### config.mk
export PLATFORM = sky130hd
export DESIGN_NAME = ascii_motor_command_parser
export DESIGN_NICKNAME = d
export VERILOG_FILES = /design/src/amcp_pkg.sv /design/src/amcp_front.sv /design/src/amcp_queue.sv /design/src/amcp_back.sv /design/src/ascii_motor_command_parser.sv
export SDC_FILE = /design/constraint.sdc
export NUM_CORES = 1
export LEC_CHECK = 0
export BUFFER_PORTS_ARGS = -buffer_cell sky130_fd_sc_hd__buf_2
export CORE_AREA = 2 2 228 207
export DETAILED_ROUTE_END_ITERATION = 6
export DIE_AREA = 0 0 230 209
export HOLD_SLACK_MARGIN = 0.1
export PLACE_DENSITY = 0.7
export SLEW_MARGIN = 0
export SYNTH_ARGS = -nofsm -noshare
export SYNTH_HDL_FRONTEND = slang
export SYNTH_SLANG_ARGS = --single-unit
export TNS_END_PERCENT = 50
### constraint.sdc
create_clock -name clk -period 7.4 [get_ports clk]
set_clock_uncertainty 0.1 [all_clocks]
set_input_delay 0.74 -clock clk [delete_from_list [all_inputs] [get_ports clk]]
set_output_delay 0.74 -clock clk [all_outputs]
set_load 0.05 [all_outputs]
### src/amcp_pkg.sv
// ----------------------------------------------------------------------------
// amcp_pkg
// Shared constants and the result record of the ASCII motor command parser.
// ----------------------------------------------------------------------------
package amcp_pkg;

	localparam int TOKEN_CHARS_DEF = 7;
	localparam int QUEUE_DEPTH     = 2;

	localparam int DUTY_W  = 18;
	localparam int LED_W   = 21;
	localparam int FRAME_W = 9;
	localparam int RES_W   = 4 * DUTY_W + LED_W + FRAME_W + 5;
	localparam int DATA_W  = ((RES_W + 7) / 8) * 8;

	// Byte codes
	localparam logic [7:0] CH_NUL   = 8'h00;
	localparam logic [7:0] CH_SPACE = 8'h20;
	localparam logic [7:0] CH_0     = 8'h30;
	localparam logic [7:0] CH_1     = 8'h31;
	localparam logic [7:0] CH_9     = 8'h39;
	localparam logic [7:0] CH_B     = 8'h62;
	localparam logic [7:0] CH_C     = 8'h63;
	localparam logic [7:0] CH_D     = 8'h64;
	localparam logic [7:0] CH_F     = 8'h66;
	localparam logic [7:0] CH_G     = 8'h67;
	localparam logic [7:0] CH_L     = 8'h6C;
	localparam logic [7:0] CH_R     = 8'h72;
	localparam logic [7:0] CH_S     = 8'h73;
	localparam logic [7:0] CH_Z     = 8'h7A;

	// Motor duty slots: {side, direction}
	localparam logic [1:0] DUTY_LF = 2'd0;
	localparam logic [1:0] DUTY_LB = 2'd1;
	localparam logic [1:0] DUTY_RF = 2'd2;
	localparam logic [1:0] DUTY_RB = 2'd3;

	// One result word, last field in the lowest bits
	typedef struct packed {
		logic                       token_overflow;
		logic                       invalid_seen;
		logic                       disconnect;
		logic                       buzzer_on;
		logic signed [FRAME_W-1:0]  frame_size;
		logic                       camera_on;
		logic signed [LED_W-1:0]    front_led;
		logic signed [DUTY_W-1:0]   right_backward;
		logic signed [DUTY_W-1:0]   right_forward;
		logic signed [DUTY_W-1:0]   left_backward;
		logic signed [DUTY_W-1:0]   left_forward;
	} amcp_result_t;

endpackage

### src/amcp_front.sv
// ----------------------------------------------------------------------------
// amcp_front
// Collects message bytes into a token and hands each finished token on.
// ----------------------------------------------------------------------------
module amcp_front #(
	parameter int TOKEN_CHARS = amcp_pkg::TOKEN_CHARS_DEF,
	localparam int LW = $clog2(TOKEN_CHARS + 1),
	localparam int IW = $clog2(TOKEN_CHARS),
	localparam int EW = TOKEN_CHARS * 8 + LW + 2
) (
	input  logic          clk,
	input  logic          arst_n,
	input  logic          s_tvalid,
	output logic          s_tready,
	input  logic [7:0]    s_tdata,
	input  logic          q_full,
	output logic          q_push,
	output logic [EW-1:0] q_data
);
	import amcp_pkg::*;

	logic [7:0]                 chars_q [TOKEN_CHARS];
	logic [LW-1:0]              len_q;
	logic                       ovf_q;
	logic                       accept;
	logic                       is_end;
	logic                       has_room;
	logic [TOKEN_CHARS*8-1:0]   chars_flat;

	always_comb begin
		s_tready = !q_full;
		accept   = s_tvalid && s_tready;
		is_end   = (s_tdata == CH_NUL) || (s_tdata == CH_SPACE);
		has_room = (len_q < LW'(TOKEN_CHARS));
		q_push   = accept && is_end;
		for (int i = 0; i < TOKEN_CHARS; i++) begin
			chars_flat[i*8 +: 8] = chars_q[i];
		end
		q_data = {ovf_q, (s_tdata == CH_NUL), len_q, chars_flat};
	end

	always_ff @(posedge clk or negedge arst_n) begin
		if (!arst_n) begin
			len_q <= '0;
			ovf_q <= 1'b0;
		end else if (accept) begin
			if (is_end) begin
				len_q <= '0;
				ovf_q <= 1'b0;
			end else if (has_room) begin
				len_q <= len_q + LW'(1);
			end else begin
				ovf_q <= 1'b1;
			end
		end
	end

	// Token bytes: payload, no reset
	always_ff @(posedge clk) begin
		if (accept && !is_end && has_room) begin
			chars_q[len_q[IW-1:0]] <= s_tdata;
		end
	end

endmodule

### src/amcp_queue.sv
// ----------------------------------------------------------------------------
// amcp_queue
// Short token queue between the byte collector and the scanner.
// ----------------------------------------------------------------------------
module amcp_queue #(
	parameter int W = 64
) (
	input  logic         clk,
	input  logic         arst_n,
	input  logic         push,
	input  logic [W-1:0] wdata,
	output logic         full,
	input  logic         pop,
	output logic         valid,
	output logic [W-1:0] rdata
);
	import amcp_pkg::*;

	localparam int PW = (QUEUE_DEPTH > 1) ? $clog2(QUEUE_DEPTH) : 1;
	localparam int CW = $clog2(QUEUE_DEPTH + 1);

	logic [W-1:0]  mem_q [QUEUE_DEPTH];
	logic [PW-1:0] wr_q;
	logic [PW-1:0] rd_q;
	logic [CW-1:0] cnt_q;

	always_comb begin
		full  = (cnt_q == CW'(QUEUE_DEPTH));
		valid = (cnt_q != '0);
		rdata = mem_q[rd_q];
	end

	always_ff @(posedge clk or negedge arst_n) begin
		if (!arst_n) begin
			wr_q  <= '0;
			rd_q  <= '0;
			cnt_q <= '0;
		end else begin
			if (push) begin
				wr_q <= (wr_q == PW'(QUEUE_DEPTH - 1)) ? '0 : wr_q + PW'(1);
			end
			if (pop) begin
				rd_q <= (rd_q == PW'(QUEUE_DEPTH - 1)) ? '0 : rd_q + PW'(1);
			end
			if (push && !pop) begin
				cnt_q <= cnt_q + CW'(1);
			end else if (pop && !push) begin
				cnt_q <= cnt_q - CW'(1);
			end
		end
	end

	always_ff @(posedge clk) begin
		if (push) begin
			mem_q[wr_q] <= wdata;
		end
	end

endmodule

### src/amcp_back.sv
// ----------------------------------------------------------------------------
// amcp_back
// Scans queued tokens, keeps the message fields and registers the result.
// ----------------------------------------------------------------------------
module amcp_back #(
	parameter int TOKEN_CHARS = amcp_pkg::TOKEN_CHARS_DEF,
	localparam int LW = $clog2(TOKEN_CHARS + 1),
	localparam int WW = TOKEN_CHARS * 8,
	localparam int EW = WW + LW + 2
) (
	input  logic                   clk,
	input  logic                   arst_n,
	input  logic                   q_valid,
	input  logic [EW-1:0]          q_data,
	output logic                   q_pop,
	output logic                   res_valid,
	input  logic                   res_ready,
	output amcp_pkg::amcp_result_t res
);
	import amcp_pkg::*;

	localparam logic [1:0] ST_IDLE = 2'd0;
	localparam logic [1:0] ST_SCAN = 2'd1;
	localparam logic [1:0] ST_NUM  = 2'd2;
	localparam logic [1:0] ST_DONE = 2'd3;

	logic [1:0]        state_q;
	logic [WW-1:0]     win_q;
	logic [LW-1:0]     rem_q;
	logic              last_q;
	logic [WW-1:0]     nbuf_q;
	logic [LW-1:0]     nrem_q;
	logic [LED_W-1:0]  acc_q;
	logic              tgt_led_q;
	logic [1:0]        tgt_idx_q;

	logic [DUTY_W-1:0]  duty_q [4];
	logic [LED_W-1:0]   led_q;
	logic [FRAME_W-1:0] frame_q;
	logic               cam_q;
	logic               buz_q;
	logic               disc_q;
	logic               inv_q;
	logic               ovf_q;
	amcp_result_t       res_q;
	logic               res_valid_q;

	// Scan decode
	logic [7:0]       c;
	logic [7:0]       b1;
	logic [7:0]       b2;
	logic             side;
	logic             is_dig;
	logic [1:0]       sh;
	logic [1:0]       ns;
	logic             num_go;
	logic             tgt_led;
	logic [1:0]       tgt_idx;
	logic             zero_fwd;
	logic             zero_bwd;
	logic             set_cam;
	logic             clr_cam;
	logic             set_buz;
	logic             clr_buz;
	logic             set_disc;
	logic             set_inv;
	logic             set_frame;
	logic [WW-1:0]    win_next;
	logic [LW-1:0]    rem_next;
	logic [WW-1:0]    nbuf_next;
	logic [LW-1:0]    nrem_next;
	logic [7:0]       nb;
	logic [LED_W-1:0] digit;
	logic [LED_W-1:0] acc_next;
	logic             res_load;
	logic             pop_now;

	always_comb begin
		c      = win_q[7:0];
		b1     = (rem_q > LW'(1)) ? win_q[15:8] : CH_NUL;
		b2     = (rem_q > LW'(2)) ? win_q[23:16] : CH_NUL;
		side   = (c == CH_R);
		is_dig = c inside {[CH_0:CH_9]};

		sh        = 2'd1;
		ns        = 2'd1;
		num_go    = 1'b0;
		tgt_led   = 1'b0;
		tgt_idx   = DUTY_LF;
		zero_fwd  = 1'b0;
		zero_bwd  = 1'b0;
		set_cam   = 1'b0;
		clr_cam   = 1'b0;
		set_buz   = 1'b0;
		clr_buz   = 1'b0;
		set_disc  = 1'b0;
		set_inv   = 1'b0;
		set_frame = 1'b0;

		case (c)
			CH_L, CH_R: begin
				sh = 2'd2;
				if (b1 == CH_F) begin
					num_go   = 1'b1;
					ns       = 2'd2;
					sh       = 2'd3;
					tgt_idx  = {side, 1'b0};
					zero_bwd = 1'b1;
				end else if (b1 == CH_B) begin
					num_go   = 1'b1;
					ns       = 2'd2;
					sh       = 2'd3;
					tgt_idx  = {side, 1'b1};
					zero_fwd = 1'b1;
				end else if (b1 == CH_D) begin
					zero_fwd = 1'b1;
					zero_bwd = 1'b1;
				end
			end
			CH_G: begin
				num_go  = 1'b1;
				ns      = 2'd1;
				sh      = 2'd2;
				tgt_led = 1'b1;
			end
			CH_C: begin
				sh = 2'd2;
				if (b1 == CH_1) begin
					set_cam = 1'b1;
				end else if (b1 == CH_0) begin
					clr_cam = 1'b1;
				end
			end
			CH_S: begin
				sh        = 2'd2;
				set_frame = 1'b1;
			end
			CH_B: begin
				sh = 2'd2;
				if (b1 == CH_Z) begin
					sh = 2'd3;
					if (b2 == CH_1) begin
						set_buz = 1'b1;
					end else begin
						clr_buz = 1'b1;
					end
				end
			end
			CH_Z: begin
				set_disc = 1'b1;
			end
			default: begin
				set_inv = 1'b1;
			end
		endcase

		win_next  = win_q >> {sh, 3'b000};
		rem_next  = (rem_q > LW'(sh)) ? rem_q - LW'(sh) : '0;
		nbuf_next = win_q >> {ns, 3'b000};
		nrem_next = (rem_q > LW'(ns)) ? rem_q - LW'(ns) : '0;

		// Horner step, a non-digit counts as minus one
		nb       = nbuf_q[7:0];
		digit    = (nb inside {[CH_0:CH_9]}) ? LED_W'(nb - CH_0) : '1;
		acc_next = (acc_q << 3) + (acc_q << 1) + digit;

		pop_now  = (state_q == ST_IDLE) && q_valid;
		res_load = (state_q == ST_DONE) && (!res_valid_q || res_ready);

		q_pop     = pop_now;
		res_valid = res_valid_q;
		res       = res_q;
	end

	always_ff @(posedge clk or negedge arst_n) begin
		if (!arst_n) begin
			state_q     <= ST_IDLE;
			rem_q       <= '0;
			nrem_q      <= '0;
			last_q      <= 1'b0;
			for (int i = 0; i < 4; i++) begin
				duty_q[i] <= '0;
			end
			led_q       <= '0;
			frame_q     <= '0;
			cam_q       <= 1'b0;
			buz_q       <= 1'b0;
			disc_q      <= 1'b0;
			inv_q       <= 1'b0;
			ovf_q       <= 1'b0;
			res_valid_q <= 1'b0;
		end else begin
			if (res_valid_q && res_ready && !res_load) begin
				res_valid_q <= 1'b0;
			end
			case (state_q)
				ST_IDLE: begin
					if (pop_now) begin
						rem_q   <= q_data[WW +: LW];
						last_q  <= q_data[WW + LW];
						ovf_q   <= ovf_q | q_data[WW + LW + 1];
						state_q <= ST_SCAN;
					end
				end
				ST_SCAN: begin
					if (rem_q == '0 || is_dig) begin
						rem_q   <= '0;
						state_q <= last_q ? ST_DONE : ST_IDLE;
					end else begin
						rem_q <= rem_next;
						if (zero_fwd) begin
							duty_q[{side, 1'b0}] <= '0;
						end
						if (zero_bwd) begin
							duty_q[{side, 1'b1}] <= '0;
						end
						if (set_cam) begin
							cam_q <= 1'b1;
						end
						if (clr_cam || set_disc) begin
							cam_q <= 1'b0;
						end
						if (set_buz) begin
							buz_q <= 1'b1;
						end
						if (clr_buz) begin
							buz_q <= 1'b0;
						end
						if (set_disc) begin
							disc_q <= 1'b1;
						end
						if (set_inv) begin
							inv_q <= 1'b1;
						end
						if (set_frame) begin
							frame_q <= {1'b0, b1} - FRAME_W'(CH_0);
						end
						if (num_go) begin
							nrem_q  <= nrem_next;
							state_q <= ST_NUM;
						end
					end
				end
				ST_NUM: begin
					if (nrem_q != '0) begin
						nrem_q <= nrem_q - LW'(1);
					end else begin
						if (tgt_led_q) begin
							led_q <= acc_q;
						end else begin
							duty_q[tgt_idx_q] <= acc_q[DUTY_W-1:0];
						end
						state_q <= ST_SCAN;
					end
				end
				ST_DONE: begin
					if (res_load) begin
						res_valid_q <= 1'b1;
						for (int i = 0; i < 4; i++) begin
							duty_q[i] <= '0;
						end
						led_q   <= '0;
						frame_q <= '0;
						cam_q   <= 1'b0;
						buz_q   <= 1'b0;
						disc_q  <= 1'b0;
						inv_q   <= 1'b0;
						ovf_q   <= 1'b0;
						state_q <= ST_IDLE;
					end
				end
				default: begin
					state_q <= ST_IDLE;
				end
			endcase
		end
	end

	// Working buffers and result register: payload, no reset
	always_ff @(posedge clk) begin
		if (pop_now) begin
			win_q <= q_data[WW-1:0];
		end
		if (state_q == ST_SCAN && rem_q != '0 && !is_dig) begin
			win_q <= win_next;
			if (num_go) begin
				nbuf_q    <= nbuf_next;
				acc_q     <= '0;
				tgt_led_q <= tgt_led;
				tgt_idx_q <= tgt_idx;
			end
		end
		if (state_q == ST_NUM && nrem_q != '0) begin
			acc_q  <= acc_next;
			nbuf_q <= nbuf_q >> 8;
		end
		if (res_load) begin
			res_q.left_forward   <= duty_q[DUTY_LF];
			res_q.left_backward  <= duty_q[DUTY_LB];
			res_q.right_forward  <= duty_q[DUTY_RF];
			res_q.right_backward <= duty_q[DUTY_RB];
			res_q.front_led      <= led_q;
			res_q.camera_on      <= cam_q;
			res_q.frame_size     <= frame_q;
			res_q.buzzer_on      <= buz_q;
			res_q.disconnect     <= disc_q;
			res_q.invalid_seen   <= inv_q;
			res_q.token_overflow <= ovf_q;
		end
	end

endmodule

### src/ascii_motor_command_parser.sv
// ----------------------------------------------------------------------------
// ascii_motor_command_parser
// Parses a space-separated ASCII command line into motor, LED, camera,
// frame, buzzer and status fields; one result word per NUL-ended message.
// ----------------------------------------------------------------------------
//
//  channel  | dir | word                       | notes
//  ---------+-----+----------------------------+-------------------------------
//  s_*      | in  | s_tdata[7:0] = ch          | space ends a token, NUL a message
//  m_*      | out | m_tdata = result fields    | one word per message
//
// Cycles: the front takes one byte a cycle while the token queue has room.
//   The back pops a token, scans each command in it, accumulates the bytes
//   of a number and then closes the token; a message end adds a step that
//   loads the result register.
//   The back's scan loop sets the sustained rate.
// Reset: arst_n clears the token length, queue pointers, scan state, message
//   fields and the result valid; token bytes, buffers and the result register are not cleared.
// Stalls: a full queue drops s_tready; a held result word stalls only the
//   back at the next message end, and the front keeps collecting bytes
//   until the queue fills.
//
module ascii_motor_command_parser #(
	parameter int TOKEN_CHARS = amcp_pkg::TOKEN_CHARS_DEF
) (
	input  logic                        clk,
	input  logic                        arst_n,
	// Input stream
	input  logic                        s_tvalid,
	output logic                        s_tready,
	input  logic [7:0]                  s_tdata,   // [7:0] ch
	// Result stream
	output logic                        m_tvalid,
	input  logic                        m_tready,
	// [17:0] left_forward, [35:18] left_backward, [53:36] right_forward,
	// [71:54] right_backward, [92:72] front_led, [93] camera_on,
	// [102:94] frame_size, [103] buzzer_on, [104] disconnect,
	// [105] invalid_seen, [106] token_overflow, [111:107] zero
	output logic [amcp_pkg::DATA_W-1:0] m_tdata
);
	import amcp_pkg::*;

	localparam int LW = $clog2(TOKEN_CHARS + 1);
	localparam int EW = TOKEN_CHARS * 8 + LW + 2;

	logic          q_push;
	logic          q_full;
	logic [EW-1:0] q_wdata;
	logic          q_pop;
	logic          q_valid;
	logic [EW-1:0] q_rdata;
	amcp_result_t  res;

	// Front: collect bytes, push a token at each space or NUL
	amcp_front #(
		.TOKEN_CHARS (TOKEN_CHARS)
	) u_front (
		.clk      (clk),
		.arst_n   (arst_n),
		.s_tvalid (s_tvalid),
		.s_tready (s_tready),
		.s_tdata  (s_tdata),
		.q_full   (q_full),
		.q_push   (q_push),
		.q_data   (q_wdata)
	);

	// Token queue: lets the front run ahead of the scanner
	amcp_queue #(
		.W (EW)
	) u_queue (
		.clk    (clk),
		.arst_n (arst_n),
		.push   (q_push),
		.wdata  (q_wdata),
		.full   (q_full),
		.pop    (q_pop),
		.valid  (q_valid),
		.rdata  (q_rdata)
	);

	// Back: scan tokens, hold message fields, register the result word
	amcp_back #(
		.TOKEN_CHARS (TOKEN_CHARS)
	) u_back (
		.clk       (clk),
		.arst_n    (arst_n),
		.q_valid   (q_valid),
		.q_data    (q_rdata),
		.q_pop     (q_pop),
		.res_valid (m_tvalid),
		.res_ready (m_tready),
		.res       (res)
	);

	// Pad the result record up to whole bytes
	assign m_tdata = {{(DATA_W - RES_W){1'b0}}, res};

`ifndef SYNTHESIS
	// The front never pushes into a full queue: s_tready must cover it
	a_push_room: assert property (@(posedge clk) disable iff (!arst_n)
		!(q_push && q_full))
		else $error("token pushed into a full queue");

	// The back only pops a token that is there
	a_pop_valid: assert property (@(posedge clk) disable iff (!arst_n)
		q_pop |-> q_valid)
		else $error("token popped from an empty queue");
`endif

endmodule
Yosys cells after proc, flatten, opt, wreduce, memory -nomap -nowiden:

Memories as Yosys holds them, arrays and structs flattened.
Index checks and enable logic that the tools add are counted.

* div/mod/pow operators: 0
* $mul: 0
* shifts and indexed selects: 2
* bitwise logic cells: 9
* mux-type cells: 116
* add/sub/neg operators: 12
* equality and inequality tests: 34
* reduce and logical (&&, ||, !) cells: 66
* order comparisons: 15

Operator list (count)
* two-way mux 72 bit: 8
* one-hot mux 72 bit (3 select lines): 1
* two-way mux 21 bit: 7
* bitwise AND 72 bit: 2
* two-way mux 48 bit: 3
* inverter 72 bit: 2
* two-way mux 56 bit: 2
* >> shifter 56 x 5 -> 56 bit: 2
* demux 18 bit (select 2 bit): 3
* equality test 8 x 7 -> 1 bit, second input constant: 11
* bitwise mux 72 bit: 1
* two-way mux 18 bit: 3
* two-way mux 1 bit: 48
* adder 21 bit: 2
* one-hot mux 21 bit (2 select lines): 1
* equality test 8 x 6 -> 1 bit, second input constant: 4
* AND reduction 4 bit: 8
* two-way mux 2 bit: 14
* two-way mux 3 bit: 9
* two-way mux 9 bit: 3
* nonzero test 2 bit: 11
* logical AND 1 bit: 18
* one-hot mux 9 bit (2 select lines): 1
* subtractor 8 x 6 -> 9 bit, second input constant: 2
* 39 further kinds: 88

* bits in registers: 368
* logic and storage cells: 295
* memories kept: 2
* bits in read-only memories: 0
* memory bits (writable): 178
* output and inout bits: 114
* latch bits: 0

Memory list
* u_queue.mem_q: depth 2, width 61, read ports 1, clocked after Yosys merged registers in 0, wr ports 1, line amcp_queue.sv:22 `logic [W-1:0] mem_q [QUEUE_DEPTH];`
* u_front.chars_q: depth 7, width 8, read ports 7, clocked after Yosys merged registers in 0, wr ports 1, line amcp_front.sv:22 `logic [7:0] chars_q [TOKEN_CHARS];`

Longest topological paths before layout:

* word-level depth: 15
* depth in mapped cells: 18

By module:

A second synthesis with hierarchy kept.

* cells, all modules: 1558
* area, all modules: 22948.3 um^2

By module, submodules not included
* amcp_back: times used 1, area an instance 15995.3 um^2, cells each 1248
* amcp_queue: times used 1, area an instance 4892.2 um^2, cells each 206
* amcp_front: times used 1, area an instance 2019.4 um^2, cells each 98
* ascii_motor_command_parser: times used 1, area an instance 41.3 um^2, cells each 6

Worst setup path before layout:

Ideal clock, no wire load.

* path type: input to register
* start: in m_tready
* end: reg u_back.frame_q[8]
* setup slack: -0.205 ns
* stages: 4
* path buffers: 0
* arrival: 7.371 ns
* cell sequence: and2b_1 > nor2_1 > o22ai_1 > o41ai_1

* word-level cells in the longest chain between the ends: 4

RTL lines
* start, declared: line ascii_motor_command_parser.sv:34 `input logic m_tready,`
* logical OR 1 bit: line amcp_back.sv:168 `res_load = (state_q == ST_DONE) && (!res_valid_q || res_ready);`
* logical AND 1 bit: line amcp_back.sv:168
* net u_back.res_load: line amcp_back.sv:75 `logic res_load;`
* inequality test 2 x 1 -> 1 bit (no source line)
* AND reduction 4 bit (no source line)
* end signal, assigned: line amcp_back.sv:236 `frame_q <= {1'b0, b1} - FRAME_W'(CH_0);`
* end, declared: line amcp_back.sv:39 `logic [FRAME_W-1:0] frame_q;`

The timed path passes the listed nets, and every way through them passes these cells.
A chain may end at the register's enable or synchronous reset.

Worst setup path after layout:

* start: reg u_back.nbuf_q[4]
* end: reg u_back.acc_q[20] (data pin)

* word-level cells in the longest chain between the ends: 5

RTL lines
* start, declared: line amcp_back.sv:31 `logic [WW-1:0] nbuf_q;`
* start signal, assigned: line amcp_back.sv:287 `nbuf_q <= nbuf_next;`
* start signal, assigned: line amcp_back.sv:295 `nbuf_q <= nbuf_q >> 8;`
* >= comparator 8 x 6 -> 1 bit or less-or-equal comparator 8 x 6 -> 1 bit (tied branches): line amcp_back.sv:164 `digit = (nb inside {[CH_0:CH_9]}) ? LED_W'(nb - CH_0) : '1;`
* logical AND 1 bit: line amcp_back.sv:164
* two-way mux 21 bit *: line amcp_back.sv:164
* adder 21 bit *: line amcp_back.sv:165 `acc_next = (acc_q << 3) + (acc_q << 1) + digit;`
* two-way mux 21 bit *: line amcp_back.sv:293 `if (state_q == ST_NUM && nrem_q != '0) begin`
* end signal, assigned: line amcp_back.sv:294 `acc_q <= acc_next;`
* end, declared: line amcp_back.sv:33 `logic [LED_W-1:0] acc_q;`

Every way passes the cells marked *; elsewhere a longest branch is shown, timed or not.

==> results by group <==
Run status
  – Status: finished clean

Cells and area
  – Highest-count cells in the layout ignoring fill and taps: 413 x edfxtp_1, 144 x nand2_1, 124 x dfrtp_1
  – Diode count: 0
  – Area Growth Syn to Fin: 13.8%
  – Share of cells above drive strength 1: 18.4%
  – Commonest non-fill, non-tap cell in the layout: edfxtp_1
  – Final net count: 1774

Drt
  – Via density: 5.61
  – Post-route ant nets: 0
  – Post-DR wirelength/cell: 20.1 microns
  – Vias post-DR: 13303
  – Initial DRC count: 1103
  – WL final: 47700 microns
  – # DRC: 0
  – First-pass iteration count of the detailed router: 5

Yosys
  – Post-synth top flop: edfxtp_1
  – Sequential area share after synthesis: 69.2%
  – Synth Cell Area: 0.0227 sq mm
  – Simple-gate share of the synthesized area: 7.20%
  – Synth Area in Adders: 3.48%
  – Post-synth EDFFs: 413
  – Syn Inst Count: 1585
  – #FFs+latches synth: 546
  – Post-synthesis compound-gate area fraction: 10.9%
  – Largest family of logic cells by synthesized area: compound AO/OA/AOI/OAI gates
  – XOR/XNOR Fraction of Synth Area: 0.850%
  – YS warnings: 0
  – Multiplexer share of the synthesized area: 5.39%
  – Syn_area_per_cell: 14.3 sq um
  – Post-synth cell types: 77
  – Async set-reset flop share out of synthesis: 22.9%

Clock tree
  – PostCTS Resize Cnt: 0
  – Reg clk slew, reported paths: 0.06 ns
  – Post-CTS Setup Inserts: 0
  – Hold-fix buffers, CTS: 0
  – H-tree depth: 2
  – CTS root buffer: clkbuf_16
  – CTS Buf Count: 54
  – TritonCTS clock tree: yes
  – Worst-Skew Late Latency: 0.59 ns
  – Clock tree sinks: 546
  – Maximum root-to-sink buffer count: 3

Die
  – Rows: 75
  – Full die area: 0.0481 sq mm
  – Die Ht: 209 microns
  – Die X: 230 microns
  – Starting density of the core: 49.3%
  – Area of the core: 0.0460 sq mm
  – Number of I/O pins: 126

Pwr
  – Clock network power share: 27.1%
  – Power density over the cells: 407 mW/mm^2
  – Final Power: 10.5 mW
  – P_sw: 3.66 mW
  – Cell Int Power: 6.85 mW
  – Sw Ratio: 34.8%
  – Logic pwr share: 27.6%
  – Static leakage: 10.2 nW
  – VDD IR-drop max: 281 uV
  – Sequential Power Share: 45.3%

GRT
  – Vias in the first global route: 13009
  – Gr usage total: 20.1%
  – GRT overflow: 0
  – Largest net degree at the start of global routing: 96
  – Antenna violations before repair: 0
  – First-pass GRT wire length: 75500 microns

Timing
  – Final worst-path cycle share: 64.0%
  – Setup TNS: 0 ns
  – Slew @ Worst Pin: 1.17 ns
  – RSZ-0062 raised after global routing: false
  – Max Fclk: 211 MHz
  – Final Critical Period: 4.73 ns
  – Final count of negative-setup-slack endpoints: 0
  – Slew Limit Fails: 0
  – Max-slew headroom: 22.2%
  – Final hold vios: 0

Setup path
  – Worst R2R Path Depth: 13
  – Worst EP arrival: 4.94 ns
  – CP max FO: 7
  – CP Data Required Time: 7.61 ns
  – Setup crit end kind: register
  – CP Class: reg2reg
  – Startpoint types: register

Hold path
  – HP Class: in2async

Run
  – Max-cap violations: 0

Place
  – Detail Placement HPWL: 30900 microns
  – PortBufs: 120
  – Routability cong.: 0.839
metrics by stage:
step	setup slack [ns]	utilization (%)	hold slack [ns]	cells	area [sq um]
after floorplan	1.29	-	0.319	1589	22700
after global placement	2.78	52.0	0.322	2271	23900
after detailed placement	2.64	52.0	0.330	2271	23900
after CTS	2.61	56.1	0.117	2372	25800
after global routing	2.22	56.1	0.168	2372	25800
final	2.67	56.1	0.110	2372	25800
final cells by class:
class	instances	area [sq um]
inverters	69	260
multi-input cells	894	6410
fillers	3675	20200
well taps	616	771
clock inverters	33	389
repair buffers	146	798
clock buffers	68	1480
flip-flops and latches	546	15700
final timing paths:
| check | endpoint | start | slack [ns] |
|---|---|---|---|
| worst max-delay path | u_back.acc_q[20] | u_back.nbuf_q[4] | 2.67 |
| worst min-delay path | u_back.duty_q[45] | arst_n | 0.11 |
| worst max register to register | u_back.acc_q[20] | u_back.nbuf_q[4] | 2.67 |
| worst min register to register | u_queue.mem_q[0][38] | u_front.chars_q[4][6] | 0.34 |
| max in group asynchronous | u_queue.rd_q | arst_n | 5.59 |
| min in group clk | u_queue.mem_q[0][38] | u_front.chars_q[4][6] | 0.34 |
kinds of logic (layout without fill, tap and decap cells):
| kind of cell | count (synthesis) | after routing |
|---|---|---|
| xor gates and xnor gates | 22 | 22 |
| AOI/OAI and AO/OA | 355 | 355 |
| buffers and inverters | 149 | 316 |
| muxes | 118 | 118 |
| other | 1 | 5 |
| adders and majority gates | 51 | 51 |
| and+or+nand+nor | 343 | 343 |
| DFF | 546 | 546 |
critical path, cell delays in order (launching register included):
cell,delay [ns]
edfxtp_1,0.45
ha_1,0.27
nand2_1,0.08
a31oi_1,0.14
nor4_1,0.66
nand2b_1,0.19
fa_1,0.57
fa_1,0.51
a211o_1,0.30
a211oi_1,0.43
o21ai_0,0.21
a221oi_1,0.36
xnor2_1,0.16
nor2_1,0.05
Yosys cell counts, drive strengths merged, types with 12 or more instances:
library cell,n,share of area [%]
edfxtp,413,55
nand2,145,2.4
dfrtp,125,14
mux2i,85,3.8
nor2,79,1.3
a21oi,76,1.7
a22o,74,3.0
o21ai,68,1.5
inv,67,1.1
clkbuf,44,0.73
buf,35,1.0
o22ai,34,0.94
mux2,33,1.6
ha,31,1.7
and2,25,0.69
nor3,23,0.53
o31ai,22,0.73
fa,20,1.8
a31oi,15,0.41
xnor2,12,0.46
per-layer routing:
| metal | track usage, % | vias to the layer above | wire length (microns) |
|---|---|---|---|
| met1 | 29.9 | 6616 | 21900 |
| met2 | 31.0 | 413 | 22000 |
| li1 | - | 6203 | - |
| met4 | 5.65 | 0 | 969 |
| met3 | 3.14 | 71 | 2780 |
| met5 | 0 | - | 0 |
sequential cells by signal (all words and copies together) (netlist names), 2 cells and up:
name	cells
u_back.nrem_q	3
u_back.acc_q	21
u_front.len_q	3
u_back.res	107
u_back.duty_q	72
u_queue.mem_q	122
u_back.rem_q	3
u_queue.cnt_q	2
u_front.chars_q	56
u_back.tgt_idx_q	2
u_back.win_q	56
u_back.state_q	2
u_back.led_q	21
u_back.frame_q	9
u_back.nbuf_q	56
power by group through the flow:
stage | sequential [mW] | clock (mW) | combinational, mW
5_1_grt | 4.83 | 3.03 | 3.19
4_1_cts | 4.75 | 2.91 | 2.91
3_5_place_dp | 4.81 | 0 | 2.90
2_1_floorplan | 4.90 | 0 | 1.91
6_report | 4.76 | 2.85 | 2.90
3_3_place_gp | 4.79 | 0 | 2.83
(Power assumes the default switching activity.)
